==> config.mk <==
export PLATFORM = sky130hd
export DESIGN_NAME = epoch_to_calendar
export DESIGN_NICKNAME = d
export VERILOG_FILES = /design/src/hdl/e2c_pkg.sv /design/src/hdl/epoch_to_calendar.sv
export VERILOG_INCLUDE_DIRS = /design/src /design/src/hdl
export SDC_FILE = /design/constraint.sdc
export NUM_CORES = 1
export LEC_CHECK = 0
export BUFFER_PORTS_ARGS = -buffer_cell sky130_fd_sc_hd__buf_2
export CORE_ASPECT_RATIO = 1.25
export CORE_UTILIZATION = 55
export DETAILED_ROUTE_END_ITERATION = 8
export MAX_ROUTING_LAYER = met4
export PLACE_DENSITY = 0.75
export SYNTH_ARGS = -nofsm -noshare
export SYNTH_HDL_FRONTEND = slang
export SYNTH_SLANG_ARGS = --single-unit
==> constraint.sdc <==
create_clock -name i_clk -period 8.4 [get_ports i_clk]
set_input_delay 1.68 -clock i_clk [delete_from_list [all_inputs] [get_ports i_clk]]
set_output_delay 1.68 -clock i_clk [all_outputs]
set_load 0.02 [all_outputs]
==> src/hdl/epoch_to_calendar_assert.svh <==
// Assertion macros used by the calendar conversion RTL.
`ifndef EPOCH_TO_CALENDAR_ASSERT_SVH
`define EPOCH_TO_CALENDAR_ASSERT_SVH

// Checks that a condition holds at every rising clock edge outside reset.
`define E2C_ASSERT_ALWAYS(label, expr, msg) \
    label: assert property (@(posedge i_clk) disable iff (!i_rst_n) (expr)) \
        else $error(msg);

// Checks that the consequent holds in the cycle after the antecedent.
`define E2C_ASSERT_NEXT(label, ante, cons, msg) \
    label: assert property (@(posedge i_clk) disable iff (!i_rst_n) (ante) |=> (cons)) \
        else $error(msg);

`endif

==> src/hdl/e2c_pkg.sv <==
// Types and constants for the epoch seconds to calendar converter.
`default_nettype none
package e2c_pkg;

    localparam int unsigned EPOCH_W   = 32;
    localparam int unsigned DAYS_W    = 16;
    localparam int unsigned SUB_W     = DAYS_W + 1;

    // Reciprocals that give exact unsigned 32-bit quotients by 60 and by 24
    // as the top bits of a 64-bit product.
    localparam int unsigned PROD_W         = 2 * EPOCH_W;
    localparam logic [EPOCH_W-1:0] RECIP_60 = 32'h8888_8889;
    localparam logic [EPOCH_W-1:0] RECIP_24 = 32'hAAAA_AAAB;
    localparam int unsigned RECIP_60_SHIFT = 37;
    localparam int unsigned RECIP_24_SHIFT = 36;
    localparam int unsigned QUOT_W         = PROD_W - RECIP_24_SHIFT;

    localparam logic [5:0] SECONDS_IN_MIN = 6'd60;
    localparam logic [5:0] MINS_PER_HR    = 6'd60;
    localparam logic [5:0] HRS_PER_DAY    = 6'd24;

    localparam logic [DAYS_W-1:0] DAYS_LEAP_YEAR = 16'd366;
    localparam logic [DAYS_W-1:0] DAYS_NORM_YEAR = 16'd365;

    // Year 1970 residues modulo 4, 100 and 400.
    localparam logic [1:0] EPOCH_MOD4   = 2'd2;
    localparam logic [6:0] EPOCH_MOD100 = 7'd70;
    localparam logic [8:0] EPOCH_MOD400 = 9'd370;
    localparam logic [6:0] LAST_MOD100  = 7'd99;
    localparam logic [8:0] LAST_MOD400  = 9'd399;

    localparam logic [3:0] MONTH_FEB  = 4'd1;
    localparam logic [3:0] MONTH_LAST = 4'd11;

    typedef logic [4:0] t_month_len;

    localparam t_month_len MONTH_DAYS [12] = '{
        5'd31, 5'd28, 5'd31, 5'd30, 5'd31, 5'd30,
        5'd31, 5'd31, 5'd30, 5'd31, 5'd30, 5'd31
    };

    function automatic t_month_len f_month_len(input logic [3:0] month, input logic leap);
        t_month_len len;
        if (month > MONTH_LAST) begin
            len = MONTH_DAYS[0];
        end else begin
            len = MONTH_DAYS[month];
        end
        if (month == MONTH_FEB && leap) begin
            len = 5'd29;
        end
        return len;
    endfunction

endpackage
`default_nettype wire

==> src/hdl/epoch_to_calendar.sv <==
// Epoch seconds to calendar date and time converter, top level.
// Each request runs through three reciprocal divisions, each a product step then a
// remainder step, a walk over the year offset Y (0..136) and the month index M (0..11),
// one step per year or month and one more to end each walk, and a step to load the result.
// A new request is taken only after the last result is loaded; stalls delay the load.
// Reset is synchronous, active low, and clears the sequencer and the result valid.
`default_nettype none
`include "epoch_to_calendar_assert.svh"
module epoch_to_calendar (
    input  wire logic                          i_clk,
    input  wire logic                          i_rst_n,
    input  wire logic                          i_valid,
    output logic                               o_stall,
    input  wire logic [e2c_pkg::EPOCH_W-1:0]   i_epoch_seconds,
    output logic                               o_valid,
    input  wire logic                          i_stall,
    output logic [5:0]                         o_second_of_minute,
    output logic [5:0]                         o_minute_of_hour,
    output logic [4:0]                         o_hour_of_day,
    output logic [7:0]                         o_year_offset,
    output logic [3:0]                         o_month_number,
    output logic [4:0]                         o_day_of_month
);
    import e2c_pkg::*;

    typedef enum logic [2:0] {
        S_IDLE,
        S_DIV_SEC,
        S_DIV_MIN,
        S_DIV_HR,
        S_YEAR,
        S_MONTH,
        S_DONE
    } t_state;

    t_state             r_state;
    logic [EPOCH_W-1:0] r_acc;
    logic               r_phase;
    logic [QUOT_W-1:0]  r_quot;
    logic [5:0]         r_sec;
    logic [5:0]         r_min;
    logic [4:0]         r_hr;
    logic [7:0]         r_year;
    logic [3:0]         r_month;
    logic [1:0]         r_mod4;
    logic [6:0]         r_mod100;
    logic [8:0]         r_mod400;
    logic               r_out_valid;
    logic [5:0]         r_out_sec;
    logic [5:0]         r_out_min;
    logic [4:0]         r_out_hr;
    logic [7:0]         r_out_year;
    logic [3:0]         r_out_month;
    logic [4:0]         r_out_day;

    logic               div_mode;
    logic [5:0]         divisor;
    logic [EPOCH_W-1:0] recip;
    logic [PROD_W-1:0]  prod;
    logic [QUOT_W-1:0]  div_quot;
    logic [5:0]         quot_low;
    logic [5:0]         div_rem;
    logic               leap;
    logic [DAYS_W-1:0]  year_len;
    logic [SUB_W-1:0]   sub_a;
    logic [SUB_W-1:0]   sub_b;
    logic [SUB_W-1:0]   sub_diff;
    logic               borrow;
    logic               out_free;

    assign leap = (r_mod4 == 2'd0) && ((r_mod100 != 7'd0) || (r_mod400 == 9'd0));
    assign year_len = leap ? DAYS_LEAP_YEAR : DAYS_NORM_YEAR;

    assign div_mode = (r_state == S_DIV_SEC) || (r_state == S_DIV_MIN) ||
                      (r_state == S_DIV_HR);

    always_comb begin
        case (r_state)
            S_DIV_SEC: divisor = SECONDS_IN_MIN;
            S_DIV_MIN: divisor = MINS_PER_HR;
            default:   divisor = HRS_PER_DAY;
        endcase
    end

    // The quotient is the top of the product with a fixed reciprocal.
    assign recip    = (r_state == S_DIV_HR) ? RECIP_24 : RECIP_60;
    assign prod     = {{EPOCH_W{1'b0}}, r_acc} * {{EPOCH_W{1'b0}}, recip};
    assign div_quot = (r_state == S_DIV_HR) ? prod[PROD_W-1:RECIP_24_SHIFT]
                                            : {1'b0, prod[PROD_W-1:RECIP_60_SHIFT]};

    // The remainder is below 60, so the low six bits of the difference give it exactly.
    assign quot_low = 6'(r_quot[5:0] * divisor);

    // The one shared subtractor: division remainders, years and months.
    always_comb begin
        if (div_mode) begin
            sub_a = {{(SUB_W-6){1'b0}}, r_acc[5:0]};
            sub_b = {{(SUB_W-6){1'b0}}, quot_low};
        end else if (r_state == S_YEAR) begin
            sub_a = {1'b0, r_acc[DAYS_W-1:0]};
            sub_b = {1'b0, year_len};
        end else begin
            sub_a = {1'b0, r_acc[DAYS_W-1:0]};
            sub_b = {{(SUB_W-5){1'b0}}, f_month_len(r_month, leap)};
        end
    end

    assign sub_diff = sub_a - sub_b;
    assign borrow   = sub_diff[SUB_W-1];
    assign div_rem  = sub_diff[5:0];
    assign out_free = !r_out_valid || !i_stall;

    always_ff @(posedge i_clk) begin
        if (!i_rst_n) begin
            r_state     <= S_IDLE;
            r_out_valid <= 1'b0;
        end else begin
            if (r_out_valid && !i_stall && r_state != S_DONE) begin
                r_out_valid <= 1'b0;
            end
            case (r_state)
                S_IDLE: begin
                    if (i_valid) begin
                        r_acc    <= i_epoch_seconds;
                        r_phase  <= 1'b0;
                        r_year   <= 8'd0;
                        r_month  <= 4'd0;
                        r_mod4   <= EPOCH_MOD4;
                        r_mod100 <= EPOCH_MOD100;
                        r_mod400 <= EPOCH_MOD400;
                        r_state  <= S_DIV_SEC;
                    end
                end
                S_DIV_SEC: begin
                    if (!r_phase) begin
                        r_quot  <= div_quot;
                        r_phase <= 1'b1;
                    end else begin
                        r_sec   <= div_rem;
                        r_acc   <= {{(EPOCH_W-QUOT_W){1'b0}}, r_quot};
                        r_phase <= 1'b0;
                        r_state <= S_DIV_MIN;
                    end
                end
                S_DIV_MIN: begin
                    if (!r_phase) begin
                        r_quot  <= div_quot;
                        r_phase <= 1'b1;
                    end else begin
                        r_min   <= div_rem;
                        r_acc   <= {{(EPOCH_W-QUOT_W){1'b0}}, r_quot};
                        r_phase <= 1'b0;
                        r_state <= S_DIV_HR;
                    end
                end
                S_DIV_HR: begin
                    if (!r_phase) begin
                        r_quot  <= div_quot;
                        r_phase <= 1'b1;
                    end else begin
                        r_hr    <= div_rem[4:0];
                        r_acc   <= {{(EPOCH_W-QUOT_W){1'b0}}, r_quot};
                        r_phase <= 1'b0;
                        r_state <= S_YEAR;
                    end
                end
                S_YEAR: begin
                    if (borrow) begin
                        r_state <= S_MONTH;
                    end else begin
                        r_acc    <= {{(EPOCH_W-DAYS_W){1'b0}}, sub_diff[DAYS_W-1:0]};
                        r_year   <= r_year + 8'd1;
                        r_mod4   <= r_mod4 + 2'd1;
                        r_mod100 <= (r_mod100 == LAST_MOD100) ? 7'd0 : r_mod100 + 7'd1;
                        r_mod400 <= (r_mod400 == LAST_MOD400) ? 9'd0 : r_mod400 + 9'd1;
                    end
                end
                S_MONTH: begin
                    if (borrow || r_month == MONTH_LAST) begin
                        r_state <= S_DONE;
                    end else begin
                        r_acc   <= {{(EPOCH_W-DAYS_W){1'b0}}, sub_diff[DAYS_W-1:0]};
                        r_month <= r_month + 4'd1;
                    end
                end
                S_DONE: begin
                    if (out_free) begin
                        r_out_valid <= 1'b1;
                        r_out_sec   <= r_sec;
                        r_out_min   <= r_min;
                        r_out_hr    <= r_hr;
                        r_out_year  <= r_year;
                        r_out_month <= r_month + 4'd1;
                        r_out_day   <= r_acc[4:0] + 5'd1;
                        r_state     <= S_IDLE;
                    end
                end
                default: begin
                    r_state <= S_IDLE;
                end
            endcase
        end
    end

    assign o_stall            = (r_state != S_IDLE);
    assign o_valid            = r_out_valid;
    assign o_second_of_minute = r_out_sec;
    assign o_minute_of_hour   = r_out_min;
    assign o_hour_of_day      = r_out_hr;
    assign o_year_offset      = r_out_year;
    assign o_month_number     = r_out_month;
    assign o_day_of_month     = r_out_day;

    `E2C_ASSERT_NEXT(a_busy_after_request, i_valid && !o_stall, o_stall, "accepted request did not start the sequencer")
    `E2C_ASSERT_ALWAYS(a_year_in_range, r_state != S_YEAR || r_year <= 8'd136, "year walk ran past 2106")
    `E2C_ASSERT_ALWAYS(a_date_in_range, !o_valid || (o_month_number >= 4'd1 && o_month_number <= 4'd12 && o_day_of_month != 5'd0), "result date out of range")
    `E2C_ASSERT_ALWAYS(a_time_in_range, !o_valid || (o_second_of_minute <= 6'd59 && o_minute_of_hour <= 6'd59 && o_hour_of_day <= 5'd23), "result time out of range")

endmodule
`default_nettype wire
==> reports/metrics.cfg <==
[clock_network]
cts_inserted_buffers=17
cts_tree=built
clk_latency_ns=0.44
cts-root-buf=clkbuf_16
cts_htree_levels=4
clk_pin_slew_ns=0.06
ctsHoldBuffers=0
cts.path.max_buffers=2
cts.sinks=146

[synth]
synth_edf_count=142
netlist_area_mm2=0.02510
syn_nets=3374
synthCells=2564
ys_async_sr_fraction_pct=0
synth_area_per_cell_um2=9.790
ys_seq_elements=146
ys_warn_count=0
synth-main-ff-cell=edfxtp_1
synth.distinct_cells=72
ys_seq_area_share_pct=17.31

[timing]
period_minus_slack_ns=8.219
hold_viol=0
setup-tns-final_ns=0
setup_viol=0
max_freq_mhz=121.7
finalCritPeriodShare_pct=97.84
tightest_slew_ns=1.016
maxSlewViolCount=0
maxSlewHeadroom_pct=32.24
skew_ns=0.01090
holdWs_ns=0.4178

[detailed_routing]
first_iter_violations=1212
vias=18910
routed_wl_um=78410
drtPass1Iterations=7
drc_errors=1
vias_per_cell=5.712
detail-route-antenna-nets=0
routedWlPerCell_um=23.68

[hold_path]
min_from=r_sec[2]$_DFFE_PP_
hold_class=reg -> reg

[cells_and_area]
drive_gt1_share_pct=12.11
final_cell_mix=inv_1 (683), fa_1 (387), ha_1 (376), nand2_1 (142), edfxtp_1 (142)
fin_nets=3531
multi_input_comb_area_mm2=0.01836
syn_to_final_growth_pct=11.38
antennaDiodeCount=0
layout.cells.most_common=inv_1
nFillCells=3758
ff_latch_area_mm2=0.004344

[status]
status=complete, but fails checks
violations=DRC

[critical_path]
path_class=reg -> reg
required_ns=8.59
crit_path_top_delay_cell=fa_1
startpoint=r_state[1]$_SDFFE_PN0P_
critPathMaxStageDelay_ns=0.55
critPathArrivalTime_ns=8.40
cp-start-kind=flop
worstReg2RegStart=r_state[1]$_SDFFE_PN0P_
crit_top_cell=fa_1
end_kind=flop
cpLargestDelayFamily=adder cells
cp_max_fo=7
path_buf_inv=7

[die]
die_area_mm2=0.04651
die_w_um=193.1
core-area_mm2=0.04507
die_h_um=240.9
rows=87
pin_count=72
initial_core_util_pct=55.70

[global_route]
globalRouteOverflowTotal=0
grtUsageMet1_pct=38.15
grt_pass1_vias=20320
track_usage_pct=35.92
grt_max_degree=35
globalRouteMet2Util_pct=61.77
busiest_layer=met2
antenna_found_initial=0
grt_pass1_wl_um=117100
grt_use_met3_pct=4.290

[place]
gp_congestion=1.100
hpwl_um=68120
io_buffers=71

[job]
max_cap_violations=0

path summary, 6_finish.rpt:
path | to | slack [ns] | cells past startpoint
worst max-delay path | r_quot[20]$_DFFE_PP_ | 0.18 | 28
worst min-delay path | o_second_of_minute[2]$_DFFE_PP_ | 0.42 | 0
worst max register to register | r_quot[20]$_DFFE_PP_ | 0.18 | 28
worst min register to register | o_second_of_minute[2]$_DFFE_PP_ | 0.42 | 0
state kept, by name, indices dropped and copies added (netlist names), 5 cells and up:
register and flops:
r_quot 28, o_day_of_month 5, r_mod100 7, r_year 8, o_hour_of_day 5, r_min 6
r_hr 5, o_minute_of_hour 6, o_second_of_minute 6, r_mod400 9, r_acc 32, r_sec 6
o_year_offset 8
area by class of cell:
class | instances | area share (%)
inverters | 699 | 9.393
flip-flops and latches | 146 | 15.54
well taps | 578 | 2.587
multi-input cells | 1664 | 65.68
clock buffers | 17 | 1.522
clock inverters | 14 | 0.5504
repair buffers | 193 | 4.730
metrics by stage:
step	util, %	setup WS, ns	area [um2]	std cells
final	62.04	0.1811	27960	3311
after global routing	62.04	-0.1640	27960	3311
after CTS	60.90	0.002613	27450	3299
after detailed placement	59.57	-0.1230	26850	3268
after global placement	59.57	-0.1083	26850	3268
after floorplan	-	0.07512	25110	2564
layer usage:
| metal | vias to the layer above | wire length (um) |
|---|---|---|
| met2 | 778 | 39790 |
| met4 | 0 | 7125 |
| met5 | - | 0 |
| met3 | 299 | 3756 |
| met1 | 9410 | 27740 |
| li1 | 8426 | - |
synth_stat cells (23+ instances only):
master    count  share of area [%]
xor2_1       48                1.7
nor2_1      132                2.0
a21oi_1      87                1.7
ha_1        385                 19
edfxtp_1    142                 17
xnor2_1      83                2.9
nand3_1      34               0.68
fa_1        389                 31
o21ai_0      68                1.4
a21o_1       29               0.87
and3_1       23               0.57
inv_1       696                 10
nand2_1     153                2.3
clkbuf_1     46               0.69
what timing repair did:
action,in CTS,in global routing
gates resized for setup,9,87
cloned,0,2
endpoints found under the setup margin,6,13
setup buffers,0,10
pin swaps,0,25
cells by family (layout without fill, tap and decap cells):
group / after synthesis / count (layout) / share of synthesized area [%]
buffers and inverters: 754 / 923 / 11.28
AND/OR/NAND/NOR: 431 / 431 / 7.731
AO/OA/AOI/OAI: 305 / 305 / 7.970
XOR/XNOR: 131 / 131 / 4.571
adder cells (fa/ha/maj): 776 / 776 / 50.29
flip-flops: 146 / 146 / 17.31
multiplexers: 21 / 21 / 0.8523
Power is not shown: default switching activity piles up to over one toggle a cycle in this logic, so the estimate is an artifact.
